===== src/design/sstf_pkg.sv =====
// Package for the shortest-seek-time-first request scheduler.
// Holds field widths, batch and track constants, the sequencer state type
// and the control struct of the nearest-entry search unit. No dependencies.
package sstf_pkg;

  localparam int TRACK_W = 7;
  localparam int ENTRY_W = 6;
  localparam int POS_W   = 6;
  localparam int DELAY_W = 7;
  localparam int SEEK_W  = 7;
  localparam int SUM_W   = 13;

  localparam int MAX_BATCH_DEF = 64;
  localparam int TRACK_COUNT   = 128;
  localparam int TRACK_MAX     = TRACK_COUNT - 1;

  typedef enum logic [1:0] {
    ST_LOAD,
    ST_SCAN,
    ST_EMIT
  } st_t;

  // Control of the search unit for one scan pass.
  typedef struct packed {
    logic clear;   // start a new pass, forget the current best
    logic sample;  // present candidate is eligible this cycle
  } scan_ctl_t;

endpackage


===== src/design/sstf_if.sv =====
// Channel interfaces of the scheduler: the request channel and the result channel.
// Depends on sstf_pkg for the field widths.
interface sstf_req_if;
  logic                         valid;
  logic                         ready;
  logic [sstf_pkg::TRACK_W-1:0] track;
  logic                         last;

  modport source (output valid, output track, output last, input ready);
  modport sink   (input valid, input track, input last, output ready);
endinterface

interface sstf_res_if;
  logic                                valid;
  logic                                ready;
  logic        [sstf_pkg::ENTRY_W-1:0] entry_index;
  logic        [sstf_pkg::TRACK_W-1:0] served_track;
  logic        [sstf_pkg::POS_W-1:0]   service_position;
  logic signed [sstf_pkg::DELAY_W-1:0] delay;
  logic        [sstf_pkg::SEEK_W-1:0]  seek_distance;
  logic        [sstf_pkg::SUM_W-1:0]   head_travel;
  logic                                final_res;

  modport source (output valid, output entry_index, output served_track,
                  output service_position, output delay, output seek_distance,
                  output head_travel, output final_res, input ready);
  modport sink   (input valid, input entry_index, input served_track,
                  input service_position, input delay, input seek_distance,
                  input head_travel, input final_res, output ready);
endinterface


===== src/design/sstf_request_scheduler.sv =====
// Top level of the shortest-seek-time-first request scheduler.
// Depends on sstf_pkg, the channel interfaces in sstf_if and the search unit sstf_nearest.
//
//   channel   | dir | payload                                            | accept
//   ----------+-----+----------------------------------------------------+-------------
//   in_req    | in  | track, last                                        | valid & ready
//   out_res   | out | entry_index, served_track, service_position,       | valid & ready
//             |     | delay, seek_distance, head_travel, final_res       |
//
// The block takes requests while it is loading. After the request
// that carries last, the block emits n results (n requests stored in the batch);
// for each result it scans every stored entry, serves the nearest eligible one
// and holds the result on the output until it is taken. The scan reads one
// stored track per cycle through the single read port of the track memory, and
// that port limits the scan. Reset is synchronous and active low; it returns the
// sequencer to loading with an empty batch. A stall on the result channel holds
// the result register and pauses the sequencer; no request is taken until the
// last result of the batch has been delivered.
module sstf_request_scheduler #(
  parameter int MAX_BATCH = sstf_pkg::MAX_BATCH_DEF
) (
  input  logic        clk,
  input  logic        rst_n,
  sstf_req_if.sink    in_req,
  sstf_res_if.source  out_res
);

  localparam int IDX_W = $clog2(MAX_BATCH);
  localparam int CNT_W = $clog2(MAX_BATCH + 1);
  localparam int TW    = sstf_pkg::TRACK_W;
  localparam int EW    = sstf_pkg::ENTRY_W;
  localparam int PW    = sstf_pkg::POS_W;
  localparam int DW    = sstf_pkg::DELAY_W;
  localparam int SW    = sstf_pkg::SEEK_W;
  localparam int MW    = sstf_pkg::SUM_W;

  // Track memory: written while loading, read one entry per cycle while scanning.
  logic [TW-1:0] mem [MAX_BATCH];
  logic [TW-1:0] rd_trk_r;
  logic [IDX_W-1:0] rd_addr;
  logic          wr_en;
  logic [TW-1:0] trk_sat;

  sstf_pkg::st_t state_r, state_nxt;

  logic [CNT_W-1:0]     cnt_r, cnt_nxt;       // requests stored in this batch
  logic [CNT_W-1:0]     iss_r, iss_nxt;       // next entry to read in the scan
  logic                 pend_r, pend_nxt;     // read data of entry pidx_r is in rd_trk_r
  logic [IDX_W-1:0]     pidx_r, pidx_nxt;
  logic [IDX_W-1:0]     k_r, k_nxt;           // service position being worked on
  logic [MAX_BATCH-1:0] marks_r, marks_nxt;   // served marks
  logic [TW-1:0]        head_r, head_nxt;
  logic [MW-1:0]        sum_r, sum_nxt;

  logic                 out_valid_r, out_valid_nxt;
  logic [EW-1:0]        o_idx_r, o_idx_nxt;
  logic [TW-1:0]        o_trk_r, o_trk_nxt;
  logic [PW-1:0]        o_pos_r, o_pos_nxt;
  logic signed [DW-1:0] o_dly_r, o_dly_nxt;
  logic [SW-1:0]        o_seek_r, o_seek_nxt;
  logic [MW-1:0]        o_sum_r, o_sum_nxt;
  logic                 o_fin_r, o_fin_nxt;

  sstf_pkg::scan_ctl_t ctl;
  logic [IDX_W-1:0]    best_idx;
  logic [TW-1:0]       best_trk;
  logic [TW-1:0]       best_dist;

  logic          in_fire;
  logic          full;
  logic          eligible;
  logic          is_final;
  logic [TW-1:0] seek;
  logic [MW:0]   sum_wide;

  assign in_fire = in_req.valid && in_req.ready;
  assign full    = (cnt_r == CNT_W'(MAX_BATCH));
  assign wr_en   = in_fire && !full;

  // Tracks beyond the last valid track are clamped on the way into the store.
  assign trk_sat = (int'(in_req.track) > sstf_pkg::TRACK_MAX)
                 ? TW'(sstf_pkg::TRACK_MAX) : in_req.track;

  always_ff @(posedge clk) begin
    if (wr_en) begin
      mem[cnt_r[IDX_W-1:0]] <= trk_sat;
    end
  end

  always_ff @(posedge clk) begin
    rd_trk_r <= mem[rd_addr];
  end

  // The first service step considers only entry zero; later steps consider every
  // entry that has not been served yet.
  assign eligible = (k_r == '0) ? (pidx_r == '0) : !marks_r[pidx_r];
  assign is_final = (CNT_W'(k_r) == (cnt_r - CNT_W'(1)));
  assign seek     = (k_r == '0) ? '0 : best_dist;
  assign sum_wide = {1'b0, sum_r} + (MW + 1)'(seek);

  sstf_nearest #(
    .IDX_W (IDX_W)
  ) u_nearest (
    .clk       (clk),
    .rst_n     (rst_n),
    .ctl       (ctl),
    .cand_idx  (pidx_r),
    .cand_trk  (rd_trk_r),
    .head      (head_r),
    .best_idx  (best_idx),
    .best_trk  (best_trk),
    .best_dist (best_dist)
  );

  always_comb begin
    state_nxt     = state_r;
    cnt_nxt       = cnt_r;
    iss_nxt       = iss_r;
    pend_nxt      = 1'b0;
    pidx_nxt      = pidx_r;
    k_nxt         = k_r;
    marks_nxt     = marks_r;
    head_nxt      = head_r;
    sum_nxt       = sum_r;
    out_valid_nxt = out_valid_r;
    o_idx_nxt     = o_idx_r;
    o_trk_nxt     = o_trk_r;
    o_pos_nxt     = o_pos_r;
    o_dly_nxt     = o_dly_r;
    o_seek_nxt    = o_seek_r;
    o_sum_nxt     = o_sum_r;
    o_fin_nxt     = o_fin_r;
    rd_addr       = iss_r[IDX_W-1:0];
    ctl.clear     = 1'b0;
    ctl.sample    = 1'b0;
    in_req.ready  = 1'b0;

    unique case (state_r)
      sstf_pkg::ST_LOAD: begin
        in_req.ready = 1'b1;
        if (in_fire) begin
          if (!full) begin
            cnt_nxt = cnt_r + CNT_W'(1);
          end
          if (in_req.last) begin
            state_nxt = sstf_pkg::ST_SCAN;
            marks_nxt = '0;
            sum_nxt   = '0;
            k_nxt     = '0;
            iss_nxt   = '0;
            ctl.clear = 1'b1;
          end
        end
      end

      sstf_pkg::ST_SCAN: begin
        ctl.sample = pend_r && eligible;
        if (iss_r < cnt_r) begin
          iss_nxt  = iss_r + CNT_W'(1);
          pend_nxt = 1'b1;
          pidx_nxt = iss_r[IDX_W-1:0];
        end else if (!pend_r) begin
          // Scan complete: serve the best candidate and present the result.
          marks_nxt[best_idx] = 1'b1;
          head_nxt      = best_trk;
          sum_nxt       = sum_wide[MW] ? '1 : sum_wide[MW-1:0];
          out_valid_nxt = 1'b1;
          o_idx_nxt     = EW'(best_idx);
          o_trk_nxt     = best_trk;
          o_pos_nxt     = PW'(k_r);
          o_dly_nxt     = DW'(k_r) - DW'(best_idx);
          o_seek_nxt    = SW'(seek);
          o_sum_nxt     = sum_wide[MW] ? '1 : sum_wide[MW-1:0];
          o_fin_nxt     = is_final;
          state_nxt     = sstf_pkg::ST_EMIT;
        end
      end

      sstf_pkg::ST_EMIT: begin
        if (out_res.ready) begin
          out_valid_nxt = 1'b0;
          if (o_fin_r) begin
            state_nxt = sstf_pkg::ST_LOAD;
            marks_nxt = '0;
            cnt_nxt   = '0;
          end else begin
            state_nxt = sstf_pkg::ST_SCAN;
            k_nxt     = k_r + IDX_W'(1);
            iss_nxt   = '0;
            ctl.clear = 1'b1;
          end
        end
      end

      default: begin
        state_nxt = sstf_pkg::ST_LOAD;
      end
    endcase
  end

  always_ff @(posedge clk) begin
    if (!rst_n) begin
      state_r <= sstf_pkg::ST_LOAD;
    end else begin
      state_r <= state_nxt;
    end
  end

  always_ff @(posedge clk) begin
    if (!rst_n) begin
      cnt_r       <= '0;
      iss_r       <= '0;
      pend_r      <= 1'b0;
      k_r         <= '0;
      marks_r     <= '0;
      out_valid_r <= 1'b0;
    end else begin
      cnt_r       <= cnt_nxt;
      iss_r       <= iss_nxt;
      pend_r      <= pend_nxt;
      k_r         <= k_nxt;
      marks_r     <= marks_nxt;
      out_valid_r <= out_valid_nxt;
    end
  end

  always_ff @(posedge clk) begin
    pidx_r   <= pidx_nxt;
    head_r   <= head_nxt;
    sum_r    <= sum_nxt;
    o_idx_r  <= o_idx_nxt;
    o_trk_r  <= o_trk_nxt;
    o_pos_r  <= o_pos_nxt;
    o_dly_r  <= o_dly_nxt;
    o_seek_r <= o_seek_nxt;
    o_sum_r  <= o_sum_nxt;
    o_fin_r  <= o_fin_nxt;
  end

  assign out_res.valid            = out_valid_r;
  assign out_res.entry_index      = o_idx_r;
  assign out_res.served_track     = o_trk_r;
  assign out_res.service_position = o_pos_r;
  assign out_res.delay            = o_dly_r;
  assign out_res.seek_distance    = o_seek_r;
  assign out_res.head_travel      = o_sum_r;
  assign out_res.final_res        = o_fin_r;

endmodule


===== src/design/sstf_nearest.sv =====
// Shared search unit: one distance and compare per cycle, keeps the best candidate.
// Depends on sstf_pkg for the track width and the control struct.
module sstf_nearest #(
  parameter int IDX_W = 6
) (
  input  logic                         clk,
  input  logic                         rst_n,
  input  sstf_pkg::scan_ctl_t          ctl,
  input  logic [IDX_W-1:0]             cand_idx,
  input  logic [sstf_pkg::TRACK_W-1:0] cand_trk,
  input  logic [sstf_pkg::TRACK_W-1:0] head,
  output logic [IDX_W-1:0]             best_idx,
  output logic [sstf_pkg::TRACK_W-1:0] best_trk,
  output logic [sstf_pkg::TRACK_W-1:0] best_dist
);

  logic                         found_r;
  logic [IDX_W-1:0]             best_idx_r;
  logic [sstf_pkg::TRACK_W-1:0] best_trk_r;
  logic [sstf_pkg::TRACK_W-1:0] best_dist_r;
  logic [sstf_pkg::TRACK_W-1:0] cand_dist;
  logic                         take;

  assign cand_dist = (cand_trk > head) ? (cand_trk - head) : (head - cand_trk);
  // Strict compare: scanning in ascending index order keeps the lowest index on a tie.
  assign take = ctl.sample && (!found_r || (cand_dist < best_dist_r));

  always_ff @(posedge clk) begin
    if (!rst_n) begin
      found_r <= 1'b0;
    end else if (ctl.clear) begin
      found_r <= 1'b0;
    end else if (take) begin
      found_r <= 1'b1;
    end
  end

  always_ff @(posedge clk) begin
    if (take && !ctl.clear) begin
      best_idx_r  <= cand_idx;
      best_trk_r  <= cand_trk;
      best_dist_r <= cand_dist;
    end
  end

  assign best_idx  = best_idx_r;
  assign best_trk  = best_trk_r;
  assign best_dist = best_dist_r;

endmodule


===== src/flat_wrapper.sv =====
// flat-port wrapper written by rule: the top's interface ports become plain ports
module sstf_request_scheduler_flat 
#(
  parameter int MAX_BATCH = sstf_pkg::MAX_BATCH_DEF
)
  (clk, rst_n, in_req_valid, in_req_track, in_req_last, in_req_ready, out_res_valid, out_res_entry_index, out_res_served_track, out_res_service_position, out_res_delay, out_res_seek_distance, out_res_head_travel, out_res_final_res, out_res_ready);
  sstf_req_if in_req_i ();
  sstf_res_if out_res_i ();
  input  logic clk;
  input  logic rst_n;
  input wire logic [$bits(in_req_i.valid)-1:0] in_req_valid;
  input wire logic [$bits(in_req_i.track)-1:0] in_req_track;
  input wire logic [$bits(in_req_i.last)-1:0] in_req_last;
  output wire logic [$bits(in_req_i.ready)-1:0] in_req_ready;
  output wire logic [$bits(out_res_i.valid)-1:0] out_res_valid;
  output wire logic [$bits(out_res_i.entry_index)-1:0] out_res_entry_index;
  output wire logic [$bits(out_res_i.served_track)-1:0] out_res_served_track;
  output wire logic [$bits(out_res_i.service_position)-1:0] out_res_service_position;
  output wire logic [$bits(out_res_i.delay)-1:0] out_res_delay;
  output wire logic [$bits(out_res_i.seek_distance)-1:0] out_res_seek_distance;
  output wire logic [$bits(out_res_i.head_travel)-1:0] out_res_head_travel;
  output wire logic [$bits(out_res_i.final_res)-1:0] out_res_final_res;
  input wire logic [$bits(out_res_i.ready)-1:0] out_res_ready;
  assign in_req_i.valid = in_req_valid;
  assign in_req_i.track = in_req_track;
  assign in_req_i.last = in_req_last;
  assign in_req_ready = in_req_i.ready;
  assign out_res_valid = out_res_i.valid;
  assign out_res_entry_index = out_res_i.entry_index;
  assign out_res_served_track = out_res_i.served_track;
  assign out_res_service_position = out_res_i.service_position;
  assign out_res_delay = out_res_i.delay;
  assign out_res_seek_distance = out_res_i.seek_distance;
  assign out_res_head_travel = out_res_i.head_travel;
  assign out_res_final_res = out_res_i.final_res;
  assign out_res_i.ready = out_res_ready;
  sstf_request_scheduler #(.MAX_BATCH(MAX_BATCH)) u_core (.clk(clk), .rst_n(rst_n), .in_req(in_req_i), .out_res(out_res_i));
endmodule

===== config.mk =====
export PLATFORM = sky130hd
export DESIGN_NAME = sstf_request_scheduler_flat
export DESIGN_NICKNAME = d
export VERILOG_FILES = /design/src/design/sstf_pkg.sv /design/src/design/sstf_if.sv /design/src/design/sstf_request_scheduler.sv /design/src/design/sstf_nearest.sv /design/src/flat_wrapper.sv
export SDC_FILE = /design/constraint.sdc
export NUM_CORES = 1
export LEC_CHECK = 0
export BUFFER_PORTS_ARGS = -buffer_cell sky130_fd_sc_hd__buf_2
export CAP_MARGIN = 20
export CELL_PAD_IN_SITES_DETAIL_PLACEMENT = 1
export CELL_PAD_IN_SITES_GLOBAL_PLACEMENT = 1
export CORE_MARGIN = 2
export CORE_UTILIZATION = 45
export CTS_BUF_LIST = sky130_fd_sc_hd__clkbuf_16
export DETAILED_ROUTE_END_ITERATION = 16
export PLACE_DENSITY_LB_ADDON = 0.1
export SYNTH_ARGS = -nofsm -noshare
export SYNTH_HDL_FRONTEND = slang
export SYNTH_SLANG_ARGS = --single-unit

===== constraint.sdc =====
create_clock -name clk -period 5.43 [get_ports clk]
set_clock_uncertainty 0.1 [all_clocks]
set_input_delay 0.8145 -clock clk [delete_from_list [all_inputs] [get_ports clk]]
set_output_delay 0.8145 -clock clk [all_outputs]
set_load 0.02 [all_outputs]

==> metrics.json <==
{
  "post_cts.repair.setup_buffers": {"value": 0},
  "antenna_cells_inserted": {"value": 0},
  "detail_route.wirelength": {"value": 61100, "unit": "um"},
  "cts_resized": {"value": 0},
  "fraction_of_layout_instances_using_a_drive_strength_above_1": {"value": 22.1, "unit": "%"},
  "clock_period_minus_worst_slack": {"value": 4.27, "unit": "ns"},
  "cp-end-kind": {"value": "flop"},
  "max_slew.worst_pin.slew": {"value": 0.937, "unit": "ns"},
  "post-dp-hpwl": {"value": 38400, "unit": "um"},
  "antenna_found_initial": {"value": 0},
  "cell_area_after_technology_mapping": {"value": 25900, "unit": "um2"},
  "dominant_combinational_cell_family_by_area_after_synthesis": {"value": "multiplexers"},
  "p_leak": {"value": 0.00967, "unit": "uW"},
  "ys_seq_area_share": {"value": 69.4, "unit": "%"},
  "h_tree_levels": {"value": 3},
  "layout_area_growth_over_synthesis": {"value": 13.2, "unit": "%"},
  "synth_enable_flop_cells": {"value": 534},
  "syn-instance-count": {"value": 1531},
  "setup_viol": {"value": 0},
  "track_usage": {"value": 21.1, "unit": "%"},
  "filler_cell_count": {"value": 5228},
  "vias_in_the_first_global_route": {"value": 14400},
  "die_width": {"value": 244, "unit": "um"},
  "post-synth-top-count-cell": {"value": "sky130_fd_sc_hd__edfxtp_1"},
  "postCtsHoldBufs": {"value": 0},
  "share_of_synthesized_area_spent_on_multiplexers": {"value": 14.4, "unit": "%"},
  "async_reset_ff_share": {"value": 0, "unit": "%"},
  "synthSimpleGateAreaFrac": {"value": 6.09, "unit": "%"},
  "placement.io_buffers": {"value": 60},
  "maxClockFrequency": {"value": 234, "unit": "MHz"},
  "io_pins": {"value": 61},
  "period_share": {"value": 78.6, "unit": "%"},
  "multi_input_gate_area_in_the_final_layout": {"value": 7390, "unit": "um2"},
  "ir_drop": {"value": 348, "unit": "uV"},
  "power.density": {"value": 366, "unit": "nW/um2"},
  "synth.yosys.warnings": {"value": 0},
  "fp.dieH": {"value": 244, "unit": "um"},
  "place_congestion": {"value": 0.778},
  "arrival_time_of_data_at_the_critical_path_endpoint": {"value": 4.44, "unit": "ns"},
  "grt_first_pass_wirelength": {"value": 93400, "unit": "um"},
  "start_util": {"value": 45.7, "unit": "%"},
  "synth_compound_gate_area_share": {"value": 4.55, "unit": "%"},
  "core": {"value": 56600, "unit": "um2"},
  "clock_sink_count": {"value": 630},
  "fin_total_pwr": {"value": 10700, "unit": "uW"},
  "final-hold-violation-count": {"value": 0},
  "num_vias": {"value": 13700},
  "final_standard_cell_count_with_taps_included_and_fillers_excluded": {"value": 2430},
  "cts_tree": {"value": "done"},
  "synth_area_leader_cell": {"value": "sky130_fd_sc_hd__edfxtp_1"},
  "postSynthAreaPerCell": {"value": 16.9, "unit": "um2"},
  "maxSlewHeadroom": {"value": 37.3, "unit": "%"},
  "max_cap_violations": {"value": 0},
  "finalSetupTns": {"value": 0, "unit": "ns"},
  "final_net_count": {"value": 1679},
  "dp.cells": {"value": 2300},
  "clk_latency": {"value": 0.61, "unit": "ns"},
  "ctsLongestPathBuffers": {"value": 3},
  "post_synth_main_area_contributors": {"value": "sky130_fd_sc_hd__edfxtp_1 62%, sky130_fd_sc_hd__mux4_2 13%, sky130_fd_sc_hd__dfxtp_1 7.4%"},
  "drt_pre_antenna_iters": {"value": 5},
  "globalRouteOverflowTotal": {"value": 0},
  "postSynthRegisterBits": {"value": 630},
  "timing_worst_setup_path_type": {"value": "reg2reg"},
  "start_kind": {"value": "flop"},
  "crit_path_max_fanout": {"value": 20},
  "synth_adder_area_share": {"value": 2.44, "unit": "%"},
  "rows": {"value": 87},
  "fp.dieArea": {"value": 59400, "unit": "um2"},
  "area.sequential": {"value": 18000, "unit": "um2"},
  "crit_required": {"value": 5.60, "unit": "ns"},
  "dr_iter_0_viols": {"value": 1064},
  "yosysTopAreaCellShare": {"value": 62.0, "unit": "%"},
  "wl_per_cell": {"value": 25.1, "unit": "um"},
  "rsz0062_at_grt": {"value": "false"},
  "cts_root_buffer": {"value": "sky130_fd_sc_hd__clkbuf_16"},
  "postLayoutCoreUtil": {"value": 51.7, "unit": "%"},
  "tritoncts_buffers": {"value": 69},
  "ys.flop_type": {"value": "sky130_fd_sc_hd__edfxtp_1"},
  "outcome": {"value": "complete, no violations"},
  "pin_count_of_the_biggest_net_entering_global_routing": {"value": 65},
  "cts.clk_slew.worst_paths": {"value": 0.06, "unit": "ns"},
  "synth_top_cells_by_count": {"value": "534 x sky130_fd_sc_hd__edfxtp_1, 167 x sky130_fd_sc_hd__nor2_1, 148 x sky130_fd_sc_hd__mux4_2"},
  "drc_errors": {"value": 0},
  "vias_per_cell": {"value": 5.65},
  "synth_fp_nets": {"value": 1591},
  "hold_path.class": {"value": "reg2reg"},
  "final-max-slew-violation-count": {"value": 0},
  "synth.lib_cells_used.distinct": {"value": 60},
  "ant_nets": {"value": 0},
  "post_synth_xor_area_fraction": {"value": 0.982, "unit": "%"}
}
==> stage by stage <==
step / instance area [um2] / hold slack, ns / setup WS [ns]
floorplan: 25900 / 0.300 / 0.0435
detailed placement: 27000 / 0.306 / 1.14
CTS: 29200 / 0.319 / 1.11
global placement: 27000 / 0.306 / 1.22
global route: 29300 / 0.334 / 0.851
finish: 29300 / 0.319 / 1.16
==> sequential cells by signal, summed over array words and instances (netlist names), 7 cells and up <==
name                          count
u_core.cnt_r                      7
u_core.iss_r                      7
u_core.rd_trk_r                   7
u_core.out_res.head_travel       13
u_core.mem                      448
u_core.u_nearest.best_trk         7
u_core.sum_r                     13
u_core.head_r                     7
u_core.u_nearest.best_dist        7
u_core.marks_r                   64
u_core.out_res.delay              7
u_core.out_res.seek_distance      7
==> layout by cell type, fill, tap and decap left out, drive strengths merged, types with 12 or more instances in the layout <==
cell type	synthesis	routed
a211oi	12	12
nand2b	12	12
clkinv	0	24
mux2	18	18
buf	39	87
a21o	15	15
mux2i	19	19
nor3	16	16
dfxtp	96	96
nand3	23	23
nand2	39	39
ha	44	44
nor2	167	167
and2	13	13
xnor2	16	16
o21ai	24	24
mux4	148	148
nor2b	21	21
edfxtp	534	534
a21oi	102	102
clkbuf	31	72
xor2	13	13
inv	48	71
==> routing by layer <==
layer | routed length (um) | up-vias | global-route usage [%]
li1 | - | 6152 | -
met1 | 26600 | 7123 | 28.8
met2 | 30000 | 343 | 34.6
met3 | 2960 | 100 | 4.14
met4 | 1540 | 0 | 6.19
met5 | 0 | - | 0
==> worst paths after layout <==
kind / slack, ns / to / cells past startpoint / startpoint
max: 1.16 / u_core.u_nearest.best_idx[3] / 16 / u_core.head_r[1]
min: 0.32 / u_core.head_r[6] / 0 / u_core.u_nearest.best_trk[6]
max reg2reg: 1.16 / u_core.u_nearest.best_idx[3] / 16 / u_core.head_r[1]
min reg2reg: 0.32 / u_core.head_r[6] / 0 / u_core.u_nearest.best_trk[6]
==> area by class of cell <==
| class | count | share of cell area, % |
|---|---|---|
| inverters | 48 | 0.615 |
| clock inverters | 54 | 1.50 |
| multi-input cells | 783 | 25.2 |
| flip-flops and latches | 630 | 61.3 |
| well taps | 756 | 3.23 |
| repair buffers | 87 | 1.94 |
| clock buffers | 72 | 6.15 |
==> kinds of logic after synthesis <==
family          count (synthesis)
flops                         630
simple gates                  331
compound gates                190
mux                           185
buf+inv                       118
fa+ha+maj                      48
xor+xnor                       29
==> power breakdown <==
part           total (uW)  switching [uW]  internal (uW)
Clock                4620            1890           2740
Sequential           5370            54.2           5310
Combinational         724             428            297
Total               10700            2370           8340
==> critical path: stages, from the launching register on <==
cell and delay, ns:
sky130_fd_sc_hd__edfxtp_1 0.42, sky130_fd_sc_hd__inv_1 0.10, sky130_fd_sc_hd__ha_1 0.33, sky130_fd_sc_hd__a21oi_1 0.08
sky130_fd_sc_hd__o21bai_1 0.18, sky130_fd_sc_hd__a31oi_1 0.13, sky130_fd_sc_hd__o21ai_1 0.54, sky130_fd_sc_hd__mux2_2 0.42
sky130_fd_sc_hd__ha_1 0.28, sky130_fd_sc_hd__a21boi_0 0.13, sky130_fd_sc_hd__o21ai_0 0.16, sky130_fd_sc_hd__nand2b_1 0.07
sky130_fd_sc_hd__a211oi_1 0.25, sky130_fd_sc_hd__o21bai_1 0.11, sky130_fd_sc_hd__a21o_1 0.19, sky130_fd_sc_hd__a21oi_2 0.12
sky130_fd_sc_hd__buf_4 0.33
Power figures use the tool's default switching activity.
